File: config.mk
export PLATFORM = sky130hd
export DESIGN_NAME = mrf_fir
export DESIGN_NICKNAME = d
export VERILOG_FILES = /design/src/hw/rtl/mrf_pkg.sv /design/src/hw/rtl/mrf_fir.sv
export SDC_FILE = /design/constraint.sdc
export NUM_CORES = 2
export LEC_CHECK = 0
export BUFFER_PORTS_ARGS = -buffer_cell sky130_fd_sc_hd__buf_2
export CAP_MARGIN = 20
export CORE_MARGIN = 2
export CORE_UTILIZATION = 50
export DETAILED_ROUTE_END_ITERATION = 7
export GPL_ROUTABILITY_DRIVEN = 0
export PLACE_DENSITY = 0.67
export REMOVE_ABC_BUFFERS = 1
export SYNTH_ARGS = -nofsm -noshare
export SYNTH_HDL_FRONTEND = slang
export SYNTH_SLANG_ARGS = --single-unit
File: constraint.sdc
create_clock -name clk -period 13.35 [get_ports clk]
set_input_delay 0 -clock clk [delete_from_list [all_inputs] [get_ports clk]]
set_output_delay 0 -clock clk [all_outputs]
set_load 0.02 [all_outputs]
File: src/hw/rtl/mrf_pkg.sv
// Shared constants, coefficient table and control types for the
// mean-removing symmetric FIR lowpass. No dependencies.
package mrf_pkg;

    localparam int MEAN_SHIFT_DEF  = 8;
    localparam int SAMPLE_BITS_DEF = 24;

    localparam int TAPS      = 17;
    localparam int HALF_TAPS = 8;
    localparam int FIR_SHIFT = 15;
    localparam int COEF_BITS = 13;

    // Half of the symmetric impulse response; the last entry is the center tap.
    localparam logic [COEF_BITS-1:0] FIR_COEF [HALF_TAPS+1] = '{
        13'd16, 13'd100, 13'd349, 13'd875, 13'd1703,
        13'd2729, 13'd3742, 13'd4489, 13'd4764
    };

    // Load enables for the filter datapath stages
    typedef struct packed {
        logic pair;
        logic prod;
        logic part;
        logic outp;
    } mrf_fir_en_t;

endpackage

File: src/hw/rtl/mrf_fir.sv
// Symmetric 17-tap FIR datapath: pair adds, constant multiplies,
// two-level adder tree and final shift. Depends on mrf_pkg.
module mrf_fir
    import mrf_pkg::*;
#(
    parameter int SAMPLE_BITS = SAMPLE_BITS_DEF
)
(
    input  logic                          clk,
    input  mrf_fir_en_t                   en,
    input  logic signed [SAMPLE_BITS:0]   taps [TAPS],
    output logic signed [SAMPLE_BITS+1:0] filtered
);

    localparam int PAIR_BITS = SAMPLE_BITS + 2;
    localparam int PROD_BITS = PAIR_BITS + COEF_BITS + 1;
    localparam int SUM_BITS  = PROD_BITS + 4;
    localparam int OUT_BITS  = SAMPLE_BITS + 2;
    localparam int NPROD     = HALF_TAPS + 1;
    localparam int NPART     = 3;

    logic signed [PAIR_BITS-1:0] pair_reg [NPROD];
    logic signed [PROD_BITS-1:0] prod_reg [NPROD];
    logic signed [SUM_BITS-1:0]  part_reg [NPART];
    logic signed [SUM_BITS-1:0]  total;
    logic signed [OUT_BITS-1:0]  out_reg;

    assign total = part_reg[0] + part_reg[1] + part_reg[2];

    always_ff @(posedge clk)
    begin
        if (en.pair)
        begin
            for (int i = 0; i < HALF_TAPS; i++)
            begin
                pair_reg[i] <= PAIR_BITS'(taps[i]) + PAIR_BITS'(taps[TAPS-1-i]);
            end
            pair_reg[HALF_TAPS] <= PAIR_BITS'(taps[HALF_TAPS]);
        end
        if (en.prod)
        begin
            for (int i = 0; i < NPROD; i++)
            begin
                prod_reg[i] <= PROD_BITS'(pair_reg[i])
                             * PROD_BITS'($signed({1'b0, FIR_COEF[i]}));
            end
        end
        if (en.part)
        begin
            for (int k = 0; k < NPART; k++)
            begin
                part_reg[k] <= SUM_BITS'(prod_reg[3*k]) + SUM_BITS'(prod_reg[3*k+1])
                             + SUM_BITS'(prod_reg[3*k+2]);
            end
        end
        if (en.outp)
        begin
            // floor shift: drop the low bits of the two's complement sum
            out_reg <= total[FIR_SHIFT +: OUT_BITS];
        end
    end

    assign filtered = out_reg;

endmodule

# Word level (Yosys, flattened, before mapping)

Memories as Yosys holds them, arrays and structs flattened.
Cells that the tools add are included.

Register bits after elaboration: 26
RAM bits: 726
Input bits: 430
Output and inout port bits: 26
Logic and storage cells: 34
Memories kept: 3

Memories:

| name     | depth | width | read ports | clocked after memory_dff | wr ports | RTL line      | text |
|---|---|---|---|---|---|---|---|
| prod_reg | 9     | 40    | 9          | 0                        | 9        | mrf_fir.sv:23 | `logic signed [PROD_BITS-1:0] prod_reg [NPROD];` |
| pair_reg | 9     | 26    | 9          | 0                        | 9        | mrf_fir.sv:22 | `logic signed [PAIR_BITS-1:0] pair_reg [NPROD];` |
| part_reg | 3     | 44    | 3          | 0                        | 3        | mrf_fir.sv:24 | `logic signed [SUM_BITS-1:0] part_reg [NPART];` |

Add/subtract/negate cells: 16
$mul: 8
Mux-type cells: 6

Operators with widths:

| operator                 | number |
|---|---|
| $add A25 B25 Y26         | 8 |
| $add A41 B40 Y42         | 3 |
| $add A40 B40 Y41         | 3 |
| $mul A26 B12 Y38 const B | 3 |
| $add A41 B41 Y41         | 2 |
| $mul A26 B14 Y40 const B | 1 |
| $mul A26 B13 Y39 const B | 1 |
| $mul A26 B11 Y37 const B | 1 |
| $mul A26 B10 Y36 const B | 1 |
| $mul A26 B6 Y32 const B  | 1 |
| $mux W1                  | 6 |

# Longest topological paths before layout

An unclocked memory read counts as a cell.

Depth in word-level cells: 3
Gate-level depth with buffers: 22
Gate-level depth less buffers: 21

# Least setup slack after synthesis

Ideal clock, no wire load.

Path type: register to register
Start point: memory pair_reg[0][160] (netlist bit)
End point: memory prod_reg[0][279] (netlist bit), data pin
Library setup time: 0.258 ns
Data arrival time: 5.312 ns
Required time: 13.092 ns
Setup slack: 7.781 ns
Stages on the path, launching flop included: 21
Path buffers: 0
Period minus slack after synthesis: 5.569 ns
Cells stage by stage: edfxtp_1 ha_1 inv_1 fa_1 inv_1 fa_1 fa_1 inv_1 fa_1 inv_1 ha_1 and4_1 a221o_1 a31oi_2 a21oi_1 a21oi_2 o21ai_2 a31o_1 a31o_2 o41a_1 xnor2_1

RTL lines:

| item               | RTL line |
|---|---|
| start: declaration | mrf_fir.sv:22 |
| end: declaration   | mrf_fir.sv:23 |

==> results.cfg <==
[outcome]
status = finished clean

[sta]
fin_worst_skew_ns = 0.03900
finalHoldViolCount = 0
setup_viol = 0
period_minus_slack_ns = 6.063
rsz0062_at_grt = false
min_period_over_period = 0.4542
slew_headroom = 0.3592
fin_tns_setup_ns = 0
worstMarginPinSlew_ns = 0.9612
max_freq_mhz = 164.9
drv_slew = 0

[clock_network]
cts_tree = done
cts_root_buffer = clkbuf_16
numCtsBuffers = 89
post_cts_resized = 0
cts_max_level = 3
holdBufCountCts = 625
clkSlewWorstSetupHoldPaths_ns = 0.06
clock_latency_ns = 0.71
clockBufferDepth = 3
cts_sinks = 706
post_cts_buffers = 0

[yosys]
synth-edff-count = 706
ys.warnings.count = 0
yosysMostFrequentCell = inv_1
synth_cell_types = 86
synth-seq-cells = 706
synth_async_sr_flop_share = 0
syn_area_um2 = 81710
synthCells = 7631
synth_top_area_share = 0.2595
avgSynthCellArea_um2 = 10.71
yosys-top-cells-area = edfxtp_1 (26%), fa_1 (23%), ha_1 (19%)
yosys.area.top_type = edfxtp_1
ys.flop_type = edfxtp_1
synthTopCellsByCount = inv_1 (1693), ha_1 (1271), fa_1 (942)
synth_seq_area_share = 0.2595

[route]
drtAntennaViolNets = 0
drt-pass1-iter-count = 8
drt_drc_violations_left = 0
routedWlPerCell_um = 17.51
drt_first_iter_violations = 3371
wl_mm = 193.4
vias_per_cell = 5.209
num_vias = 57520

[cells_and_area]
multi_input_area_um2 = 54070
nets = 11430
synthToLayoutAreaGrowth_pct = 17.53
drive_gt1_frac = 0.07682
regArea_um2 = 21200
fillers = 13280
largest_reg_flops = 324

[grt]
antenna_found_initial = 7
grt_max_degree = 73
grt_usage = 0.2368
grt_pass1_vias = 61350
grt_pass1_wl_mm = 316.9
grt-ovfl-total = 0

[setup_path]
cp_cell_sequence = ha_1, inv_1, fa_1, inv_1, fa_1, fa_1, inv_1, fa_1, inv_1, ha_1, and4_1, a221o_1, a31oi_2, a21oi_1, a21oi_2, o21ai_2, a31o_1, a31o_2, o41a_1, xnor2_1
rr_startpoint = pair_reg[0][160]$_DFFE_PP_
ff2ff_setup_slack_ns = 7.29
path_delay_family = adder cells
worst-setup-path-type = reg -> reg
worstSetupEndpoint = prod_reg[0][279]$_DFFE_PP_
required_ns = 13.80
r2r_cells = 20
cpPeakStageDelay_ns = 0.58
crit_path_start = pair_reg[0][160]$_DFFE_PP_
cp.depth = 20
crit_buf_inv = 4
cp_slowest_cell = edfxtp_1
arrival_ns = 6.51
reg2reg_to = prod_reg[0][279]$_DFFE_PP_
worstPathMaxFanout = 8
worstSetupEndpointType = register
start_kind = register

[placement]
dp_hpwl_mm = 154.6
port_buffers = 455

[die]
core_um2 = 162600
die_x_um = 408.3
rows = 148
pin_count = 456
die-area_um2 = 166700
start_util = 0.5026
die_h_um = 408.3

[job]
max_cap_viol_count = 0

[hold_path]
min-delay-path-class = in -> reg
## logic make-up (layout without fill, tap and decap cells)
| family | after synthesis | in the layout | share of synthesized area |
|---|---|---|---|
| flops | 706 | 706 | 0.2595 |
| mux | 11 | 11 | 0.001378 |
| compound gates | 1426 | 1426 | 0.1135 |
| fa+ha+maj | 2213 | 2213 | 0.4254 |
| simple gates | 978 | 978 | 0.05917 |
| buf+inv | 1717 | 2951 | 0.07888 |
| xor+xnor | 580 | 580 | 0.06217 |
| other cells | 0 | 3 | 0 |
## stage by stage
stage          area (µm²)  hold WS [ns]  instances  utilization  setup WS (ns)
5_1_grt             96030       0.04343      11040       0.5906          6.955
6_report            96030       0.03352      11040       0.5907          7.287
3_3_place_gp        86730        0.1792      10250       0.5335          7.423
2_1_floorplan       81620       0.09887       7607            -          7.781
4_1_cts             96030     0.0008445      11040       0.5906          7.276
3_5_place_dp        86730        0.1781      10250       0.5335          7.306
## cell usage in the layout, fill, tap and decap left out, drive strengths merged, types with 20 or more instances in the layout
cell,instances
a21oi,446
a31oi,47
ha,1271
clkbuf,98
a21o,255
nor2b,91
dlygate4sd3,625
inv,1705
fa,942
and2,25
clkinv,33
edfxtp,706
and3,50
xor2,152
xnor2,428
nor3,66
buf,467
o21a,77
o211ai,21
o31ai,20
or2,22
o21bai,85
nand2b,87
nand3,90
a21boi,23
nor2,295
a31o,21
nand2,172
nand4,42
a211oi,33
o21ai,255
## worst min path at each step
stage / startpoint / to / depth (start not counted)
finish: taps[126] / pair_reg[0][132]$_DFFE_PP_ / 4
floorplan: taps[200] / pair_reg[0][208]$_DFFE_PP_ / 0
global route: taps[223] / pair_reg[0][231]$_DFFE_PP_ / 2
CTS: taps[223] / pair_reg[0][231]$_DFFE_PP_ / 2
detailed placement: taps[218] / pair_reg[0][226]$_DFFE_PP_ / 1
global placement: taps[224] / pair_reg[0][232]$_DFFE_PP_ / 1
## tightest hold or removal path, stage by stage
cell and delay (ns):
buf_2 0.12, inv_1 0.07, fa_1 0.20, xnor2_1 0.12
## layer usage
| metal | part of all wire | track usage |
|---|---|---|
| met3 | 0.049 | 0.03159 |
| met4 | 0.031 | 0.07316 |
| met5 | 0 | 0 |
| met2 | 0.47 | 0.3980 |
| met1 | 0.45 | 0.3187 |
## final cells by class
type                            count  share of cell area
Sequential cell                   706              0.2208
Timing Repair Buffer             1092             0.09003
Tap cell                         2175             0.02834
Multi-Input combinational cell   5208              0.5630
Antenna cell                        3          0.00007817
Clock buffer                       98             0.02399
Inverter                         1693             0.06617
Clock inverter                     68            0.007622
Power is left out: the tool's default activity adds up to more than one toggle a clock period on the data nets, which glitch-free logic cannot reach.
