==> src/hw/rtl/mrf_pkg.sv <==
// Shared constants, coefficient table and control types for the
// mean-removing symmetric FIR lowpass. No dependencies.
package mrf_pkg;

    localparam int MEAN_SHIFT_DEF  = 8;
    localparam int SAMPLE_BITS_DEF = 24;

    localparam int TAPS      = 17;
    localparam int HALF_TAPS = 8;
    localparam int FIR_SHIFT = 15;
    localparam int COEF_BITS = 13;

    // Half of the symmetric impulse response; the last entry is the center tap.
    localparam logic [COEF_BITS-1:0] FIR_COEF [HALF_TAPS+1] = '{
        13'd16, 13'd100, 13'd349, 13'd875, 13'd1703,
        13'd2729, 13'd3742, 13'd4489, 13'd4764
    };

    // Load enables for the filter datapath stages
    typedef struct packed {
        logic pair;
        logic prod;
        logic part;
        logic outp;
    } mrf_fir_en_t;

endpackage

==> src/hw/rtl/mrf_mean.sv <==
// Warm-up accumulator, running mean removal and 17-entry tap line.
// Depends on mrf_pkg.
module mrf_mean
    import mrf_pkg::*;
#(
    parameter int MEAN_SHIFT  = MEAN_SHIFT_DEF,
    parameter int SAMPLE_BITS = SAMPLE_BITS_DEF
)
(
    input  logic                          clk,
    input  logic                          rst_n,
    input  logic                          ld,
    input  logic signed [SAMPLE_BITS-1:0] sample,
    output logic signed [SAMPLE_BITS:0]   taps [TAPS]
);

    localparam int DIFF_BITS = SAMPLE_BITS + 1;
    localparam int ACC_BITS  = SAMPLE_BITS + MEAN_SHIFT + 1;

    logic signed [ACC_BITS-1:0]  acc_reg;
    logic signed [ACC_BITS-1:0]  acc_next;
    logic signed [ACC_BITS-1:0]  mean;
    logic signed [ACC_BITS-1:0]  x_acc;
    logic [MEAN_SHIFT:0]         cnt_reg;
    logic [MEAN_SHIFT:0]         cnt_next;
    logic                        warm_done;
    logic signed [DIFF_BITS-1:0] x_diff;
    logic signed [DIFF_BITS-1:0] taps_reg [TAPS];

    // Counter saturates at 2^MEAN_SHIFT, so the top bit alone marks the end
    assign warm_done = cnt_reg[MEAN_SHIFT];

    always_comb
    begin
        x_acc = ACC_BITS'(sample);
        mean  = acc_reg >>> MEAN_SHIFT;
        if (warm_done)
        begin
            acc_next = acc_reg - mean + x_acc;
            x_diff   = DIFF_BITS'(x_acc - mean);
            cnt_next = cnt_reg;
        end
        else
        begin
            acc_next = acc_reg + x_acc;
            x_diff   = DIFF_BITS'(sample);
            cnt_next = cnt_reg + (MEAN_SHIFT+1)'(1);
        end
    end

    always_ff @(posedge clk or negedge rst_n)
    begin
        if (!rst_n)
        begin
            acc_reg <= '0;
            cnt_reg <= '0;
            for (int i = 0; i < TAPS; i++)
            begin
                taps_reg[i] <= '0;
            end
        end
        else if (ld)
        begin
            acc_reg     <= acc_next;
            cnt_reg     <= cnt_next;
            taps_reg[0] <= x_diff;
            for (int i = 1; i < TAPS; i++)
            begin
                taps_reg[i] <= taps_reg[i-1];
            end
        end
    end

    assign taps = taps_reg;

endmodule

==> config.mk <==
export PLATFORM = sky130hd
export DESIGN_NAME = mrf_mean
export DESIGN_NICKNAME = d
export VERILOG_FILES = /design/src/hw/rtl/mrf_pkg.sv /design/src/hw/rtl/mrf_mean.sv
export SDC_FILE = /design/constraint.sdc
export NUM_CORES = 1
export LEC_CHECK = 0
export ABC_AREA = 1
export BUFFER_PORTS_ARGS = -buffer_cell sky130_fd_sc_hd__buf_2
export CAP_MARGIN = 20
export CORE_AREA = 2 2 255 257
export DETAILED_ROUTE_END_ITERATION = 7
export DIE_AREA = 0 0 257 259
export SKIP_CTS_REPAIR_TIMING = 1
export SYNTH_ARGS = -nofsm -noshare
export SYNTH_HDL_FRONTEND = slang
export SYNTH_SLANG_ARGS = --single-unit
export TNS_END_PERCENT = 1
==> constraint.sdc <==
create_clock -name clk -period 4.2 [get_ports clk]
set_input_delay 0.63 -clock clk [delete_from_list [all_inputs] [get_ports clk]]
set_output_delay 0.63 -clock clk [all_outputs]
set_load 0.005 [all_outputs]
## Yosys cells after proc, flatten, opt, wreduce, memory -nomap -nowiden

Index checks and enable logic that the tools add are counted.

| word-level totals | value |
|---|---|
| logic and storage cells | 30 |
| memories | 0 |
| bits in read-only memories | 0 |
| input bits | 27 |
| bits in registers | 467 |
| bits in latches | 0 |
| memory bits (writable) | 0 |

| operators by class | value |
|---|---|
| multiplexer cells | 3 |
| div/mod/pow operators | 0 |
| equality and inequality tests | 0 |
| shift-type cells | 0 |
| bitwise operators | 1 |
| add/subtract/negate cells | 5 |
| multiply operators | 0 |
| $lt $le $gt $ge | 0 |
| reduce and logical (&&, ||, !) cells | 1 |

Operators with widths:

| operator | number |
|---|---|
| 33-bit by 24-bit adder with 33-bit output | 2 |
| 33-bit 2-to-1 mux | 1 |
| 33-bit by 25-bit subtractor with 33-bit output | 1 |
| 25-bit 2-to-1 mux | 1 |
| 24-bit by 25-bit subtractor with 25-bit output | 1 |
| 9-bit by 1-bit adder with 9-bit output (second input constant) | 1 |
| 9-bit 2-to-1 mux | 1 |
| 2-bit AND reduction | 1 |
| 1-bit inverter | 1 |

## Depth between registers and ports, before layout

Gate-level depths: netlist of the first run.

| depth | value |
|---|---|
| word-level depth | 3 |
| depth in mapped cells | 20 |
| depth with buffers taken out | 20 |

## Least setup slack after synthesis of the first run

Ideal clock, no wire load.

| timing | value |
|---|---|
| path type | input-to-reg |
| from | input sample[23] |
| to | register acc_reg[28] |
| stages on the path | 15 |
| required time | 4.084 ns |
| setup slack | 1.450 ns |
| arrival | 2.633 ns |
| path buffers | 0 |
| setup time | 0.116 ns |
| cell sequence | inv_1 fa_1 inv_1 ha_1 nand2_1 nor2_1 inv_1 nor3_1 nand2_1 nand2_1 nand2_1 nand3_1 nand2_1 nand2_1 nand2_1 |

| between the ends | value |
|---|---|
| cells in the longest elaborated chain, start to end | 2 |

Ends and longest elaborated chain:

| item | RTL line | RTL |
|---|---|---|
| from (decl) | mrf_mean.sv:13 | `input logic signed [SAMPLE_BITS-1:0] sample,` |
| 33-bit by 24-bit adder with 33-bit output (on tied branches) | mrf_mean.sv:45, mrf_mean.sv:39 |  |
| 33-bit 2-to-1 mux (*) | mrf_mean.sv:37 | `if (warm_done)` |
| to (signal assigned) | mrf_mean.sv:64 | `acc_reg <= acc_next;` |
| to (decl) | mrf_mean.sv:20 | `logic signed [ACC_BITS-1:0] acc_reg;` |

Mark *: on every way between the ends. The rest lies on a longest branch, timed or not.
A chain may end at the register's enable or synchronous reset.

## Final worst setup path of the first run

| timing | value |
|---|---|
| from | register acc_reg[10] |
| to | register acc_reg[22] |

| between the ends | value |
|---|---|
| cells in the longest elaborated chain, start to end | 3 |

Ends and longest elaborated chain:

| item | RTL line | RTL |
|---|---|---|
| 33-bit by 25-bit subtractor with 33-bit output | mrf_mean.sv:39 | `acc_next = acc_reg - mean + x_acc;` |
| 33-bit by 24-bit adder with 33-bit output | mrf_mean.sv:39 |  |
| 33-bit 2-to-1 mux (*) | mrf_mean.sv:37 |  |

Marks and branches as above.

==> metrics.md, run 1 <==
| Metric | Value |
|---|---|
| Max clock buf depth | 3 |
| Ys async rst share | 100% |
| Cells along the critical path | inv_1 > fa_1 > inv_1 > ha_1 > nand2_1 > nor2_1 > and2_1 > nand2_1 > nand2_2 > nand2_1 > nand2_1 > nand2_1 > nand3_1 > nand2_1 > nand2_1 > nand2_1 |
| RSZ-0062 raised after global routing | false |
| CP max stage delay | 0.53 ns |
| Placer Congestion | 0.970 |
| Fmax | roughly 0.33 GHz |
| Core Region | about 64000 um^2 |
| DP HPWL | 67.9 mm |
| Clock sink count | approximately 470 |
| Share of layout cells above drive strength 1 | between 10% and 20% |
| Die Span Y | 259 um |
| Antenna diodes | 0 |
| Worst-path clk slew | 0.06 ns |
| Row Count | between 90 and 100 |
| WL met1 | 38.3 mm |
| Wire length on met2 | between 40 and 50 mm |
| Top Metal Used | met5 |
| Reg power frac | about 28% |
| Slowest CP cell | dfrtp_1 |
| Fin Setup TNS | 0 ns |
| Initial core utilization | slightly below 40% |
| Post-synth EDFFs | 0 |
| Max reg flops | between 400 and 500 |
| Crit Path Class | flop to flop |
| Clock group share of total power | 18.8% |
| Area Overhead vs Synth | 19.1% |
| Die width | 257 um |
| # setup viols final | 0 |
| Fillers | 6596 |
| Leakage | 18.5 nW |
| Worst R2R Setup Slack | around 1.2 ns |
| H-tree depth | 2 |
| Placed insts | around 4700 |
| Maxcap violations | 0 |
| Max VDD drop | ~0.00047 V |
| Cell mode on critical path | nand2_1 |
| Non-Filler Instances | approximately 4800 |
| Pins over their slew limit | 0 |
| Register area share after synthesis | around 46% |
| Hold WS | around 0.072 ns |
| Sw Share | 47.6% |
| CP required | 4.67 ns |
| Crit path max fanout | 4 |
| CTS Buf Count | 52 |
| Met3 Wirelength | ~5.5 mm |
| RR Endpoint | acc_reg[22] |
| Internal Power | 12.9 mW |
| Gr usage total | between 20% and 30% |
| Worst-Skew Late Latency | around 0.60 ns |
| Top FF cell, synth | dfrtp_1 |
| Actual slew at the worst max-slew pin | about 1.1 ns |
| CTS tree | yes |
| Nets | ~4000 |
| Yosys top cell area share | around 46% |
| Hold Vio Cnt, Final | 0 |
| Grt total ovfl | 0 |
| Worst path arrival time | around 3.5 ns |
| 1st-iter DRT viols | ~2100 |
| Vias in the first global route | 22500 |
| Critical path startpoint category | flop |
| DRC viols | 0 |
| Synth warn | 0 |
| First-pass GRT wire length | around 140 mm |
| Die area | around 67000 um^2 |
| Initial antenna violation count | 2 |
| Power Dens Cells | 821 nW/um^2 |
| Largest net degree at the start of global routing | about 180 |
| Worst Skew | 0.0149 ns |
| RR Startpoint | acc_reg[10] |
| Via density | ~4.9 |
| Comb pwr share | a little over half |
| Cell accounting for the most synthesized area | dfrtp_1 |
| Drt total wl | 89.1 mm |
| Antenna-violating nets left | 0 |
| Ports placed on the boundary | between 400 and 500 |
| PortBufs | between 400 and 500 |
| Reg2reg path depth | 16 |
| Status | complete, no violations |
| Root Buffer | clkbuf_16 |
| NetSw | between 10 and 15 mW |
| Syn_nets | between 3000 and 4000 |
| Post-synth cell types | 41 |
| Cells after Synth | 3497 |
| PnR Total Power | 24.7 mW |
| HP Class | input pin to asynchronous set/reset pin |
| 1st-pass router iterations | 5 |
| Final worst-path cycle share | between 70 and 80% |
| Worst slew margin | 28.6% |
| DR WL/cell | roughly 19 um |
| Yosys reg bits | between 400 and 500 |
| Mapped cell area | around 25000 um^2 |
| Synth top area cells | dfrtp_1, nand2_1, inv_1 |
| Crit path time final | ~3.0 ns |
| Nature of the critical path endpoint | flop |
| Routed via count | between 20000 and 25000 |
| Mean Syn Cell Area | between 7 and 8 um^2 |
==> through the flow <==
stage / instance area, um^2 / util (%) / setup slack, ns
floorplan: 25300 / - / 1.45
global placement: 28300 / 44.4 / 0.834
detailed placement: 28300 / 44.4 / 0.840
CTS: 30100 / 47.1 / 1.19
global route: 30100 / 47.1 / 0.969
finish: 30100 / 47.1 / 1.16
==> synth_stat cells, types with 6 or more instances <==
| library cell | number |
|---|---|
| nand2_1 | 1893 |
| dfrtp_1 | 467 |
| inv_1 | 411 |
| nor2_1 | 118 |
| a21oi_1 | 107 |
| nand3_1 | 97 |
| ha_1 | 91 |
| buf_2 | 77 |
| o21ai_0 | 51 |
| fa_1 | 34 |
| clkbuf_1 | 27 |
| xor2_1 | 24 |
| nand2_2 | 11 |
| nand3b_1 | 11 |
| nor3_1 | 11 |
| a31oi_1 | 9 |
| o211ai_1 | 6 |
==> layer usage <==
| metal | vias to the layer above | global-route usage [%] |
|---|---|---|
| met5 | - | 0 |
| met1 | 11000 | 34.9 |
| met3 | 176 | 4.65 |
| met4 | 2 | 9.93 |
| met2 | 718 | 43.4 |
| li1 | 11400 | - |
==> worst max path at each step <==
stage | from | endpoint | slack [ns] | cells after the start
floorplan | sample[23] | acc_reg[28] | 1.45 | 15
global placement | sample[23] | acc_reg[25] | 0.83 | 16
detailed placement | sample[23] | acc_reg[25] | 0.84 | 16
CTS | acc_reg[10] | acc_reg[22] | 1.19 | 16
global route | acc_reg[23] | acc_reg[25] | 0.97 | 15
finish | acc_reg[10] | acc_reg[22] | 1.16 | 16
==> critical path: cells and delay by family (launching register included) <==
| family | cells | cell delay [ns] |
|---|---|---|
| simple gates | 12 | 1.27 |
| fa+ha+maj | 2 | 0.88 |
| buf+inv | 2 | 0.23 |
| flops | 1 | 0.53 |
==> cells in the final DEF, fill, tap and decap left out, types with 12 or more instances in the layout <==
master / count
nor2_1: 118
inv_1: 411
xor2_1: 24
nand3_1: 97
clkbuf_16: 53
clkbuf_8: 15
dfrtp_1: 466
fa_1: 34
nand2_1: 1893
o21ai_0: 51
clkbuf_1: 14
buf_2: 449
ha_1: 91
buf_4: 12
a21oi_1: 107
==> logic make-up after synthesis <==
logic type / synth area share, %
xor+xnor: 1.01
simple gates: 33.1
buf+inv: 8.23
compound gates: 4.20
fa+ha+maj: 7.20
flops: 46.3
==> cell type report <==
type	instances	area [um^2]	share of cell area (%)
clock inverters	14	166	0.553
flip-flops and latches	467	11700	38.8
clock buffers	82	1590	5.27
well taps	855	1070	3.56
inverters	413	1560	5.18
multi-input cells	2506	11500	38.2
repair buffers	471	2530	8.40
==> power groups by stage <==
stage | Sequential, mW | Combinational [mW] | Clock [mW]
floorplan | 6.72 | 8.37 | 0
global placement | 7.08 | 12.9 | 0
detailed placement | 7.09 | 12.9 | 0
CTS | 7.03 | 12.9 | 4.74
global route | 7.17 | 14.7 | 4.92
finish | 7.02 | 13.0 | 4.65
(Power assumes the default switching activity.)
==> run 2, diff against run 1 <==
- clock period: 4.2 -> 2.8 ns (I/O delays scaled with it)
==> run 2 against run 1 <==
Effect of this change: register-to-register slack lost 1.1 ns; clock skew up 0.0074 ns; largest power group unchanged; total power increased by 61%; combinational power rose by 73%; global-route usage down 0.45 points; first-iteration DRC count grew 1.0%; routed wire length decreased by 0.75%; via count increased by 2.8%; worst hold slack gained 0.11 ns.
==> metrics.md, run 2 (synthesis results as in run 1) <==
| Metric | Value |
|---|---|
| Reg2reg path depth | 15 |
| RR Endpoint | acc_reg[32] |
| Die width | ~260 um |
| Core Region | 63900 um^2 |
| First-pass GRT wire length | around 130 mm |
| RR Startpoint | acc_reg[22] |
| Crit path max fanout | 5 |
| Drt total wl | slightly below 90 mm |
| Actual slew at the worst max-slew pin | about 1.1 ns |
| Initial core utilization | 39.5% |
| # setup viols final | 0 |
| CTS tree | yes |
| 1st-pass router iterations | 6 |
| Most common cell after layout, fill and taps aside | nand2_1 |
| Fillers | ~6500 |
| Share of layout cells above drive strength 1 | around a fifth |
| Worst hold start | ld |
| Root Buffer | clkbuf_16 |
| Crit path time final | about 2.7 ns |
| Worst R2R Setup Slack | a little under 0.1 ns |
| Leakage | between 15 and 20 nW |
| CTS Buf Count | between 50 and 60 |
| Nets | ~4200 |
| Internal Power | 21.5 mW |
| Nature of the critical path endpoint | flop |
| Worst slew margin | between 20% and 30% |
| Fin util | between 40% and 50% |
| DR WL/cell | between 15 and 20 um |
| Worst-Skew Late Latency | approximately 0.60 ns |
| Comb pwr share | a little under three fifths |
| PnR Total Power | 39.7 mW |
| Status | complete, no violations |
| Hold depth | 3 |
| Most frequent cells in the layout | nand2_1, buf_2, dfrtp_1, inv_1, buf_4 |
| Worst-path clk slew | 0.06 ns |
| Placed insts | roughly 4800 |
| Final worst-path cycle share | ~97% |
| Clock group share of total power | between 15 and 20% |
| Grt total ovfl | 0 |
| Non-Filler Instances | slightly below 5000 |
| Hold Path Sink | taps[83] |
| Worst path arrival time | about 3.2 ns |
| Routed via count | between 20000 and 25000 |
| PortBufs | between 400 and 500 |
| Clock sink count | approximately 470 |
| Reg power frac | 26.4% |
| Pins over their slew limit | 0 |
| Placed Area | around 29000 um^2 |
| Maxcap violations | 0 |
| Worst Skew | between 0.02 and 0.025 ns |
| Max reg flops | 425 |
| Max VDD drop | ~0.00084 V |
| NetSw | 18.2 mW |
| Fin Setup TNS | 0 ns |
| DRC viols | 0 |
| 1st-iter DRT viols | about 2100 |
| Initial antenna violation count | 0 |
| Die area | 66600 um^2 |
| Antenna-violating nets left | 0 |
| Power Dens Cells | 1260 nW/um^2 |
| Area Overhead vs Synth | 24.4% |
| HP Class | input pin to flop |
| Die Span Y | approximately 260 um |
| Critical path startpoint category | flop |
| RSZ-0062 raised after global routing | true |
| Sw Share | between 40% and 50% |
| Placer Congestion | roughly 1 |
| Max clock buf depth | 3 |
| Crit Path Class | flop to flop |
| Row Count | 93 |
| Ports placed on the boundary | between 400 and 500 |
| CP required | approximately 3.3 ns |
| Final non-filler cell area | ~31000 um^2 |
| Via density | around 4.8 |
| Fmax | about 0.37 GHz |
| DP HPWL | 67.8 mm |
| Largest net degree at the start of global routing | about 210 |
| Gr usage total | 25.9% |
| H-tree depth | 2 |
| Vias in the first global route | between 20000 and 25000 |
| Hold Vio Cnt, Final | 0 |
## run 2: cell types whose count changed in the layout (fill, tap and decap cells not counted), sizes merged
cell | before | now
buf | 471 | 612
clkbuf | 82 | 75
clkinvlp | 1 | 3
diode | 0 | 1
dlygate4sd3 | 0 | 1
inv | 415 | 414
## run 2: per-stage QoR
stage / setup slack [ns] / hold WS, ns
floorplan: 0.260 / 0.124
global placement: -0.232 / 0.414
detailed placement: -0.246 / 0.415
CTS: -0.197 / -0.227
global route: -0.0355 / 0.171
finish: 0.0977 / 0.185
## run 2: how the worst max path moves through the flow
stage,from,to,slack (ns),cells past startpoint
after detailed placement,sample[23],acc_reg[30],-0.25,17
after floorplan,sample[23],acc_reg[28],0.26,15
final,acc_reg[22],acc_reg[32],0.1,15
after CTS,acc_reg[24],acc_reg[30],-0.20,15
after global routing,acc_reg[4],acc_reg[17],-0.04,18
after global placement,sample[23],acc_reg[30],-0.23,17
## run 2: cell type report
type | count | area, um^2 | area share [%]
flip-flops and latches | 467 | 11700 | 37.3
clock inverters | 15 | 155 | 0.494
repair buffers | 613 | 3660 | 11.6
diodes | 1 | 2.50 | 0.00797
multi-input cells | 2506 | 11800 | 37.4
inverters | 413 | 1560 | 4.96
well taps | 855 | 1070 | 3.41
clock buffers | 75 | 1500 | 4.77
## run 2: power groups by stage
stage	registers, mW	logic [mW]	clock network, mW
after CTS	10.5	21.1	6.90
final	10.5	22.5	6.70
after detailed placement	10.6	20.9	0
after global routing	10.7	25.1	7.15
after global placement	10.6	20.8	0
after floorplan	10.1	12.6	0
## run 2: critical path, stage by stage (launching register included)
cell and delay [ns]:
dfrtp_2 0.43, inv_1 0.16, fa_1 0.54, inv_1 0.05, ha_2 0.37, nand2_2 0.12, nor2_1 0.21, nand2_1 0.11
nor2_1 0.11, nand2_1 0.11, nand2_1 0.08, nand2_1 0.04, nand3_1 0.11, nand2_1 0.07, nand2_1 0.05, nand2_1 0.05
## run 2: routing by layer
layer	track usage (%)	vias up	wire length (um)
li1	-	11700	-
met4	11.7	0	4130
met5	0	-	0
met2	42.4	803	41100
met3	3.92	186	5610
met1	34.1	11300	37500
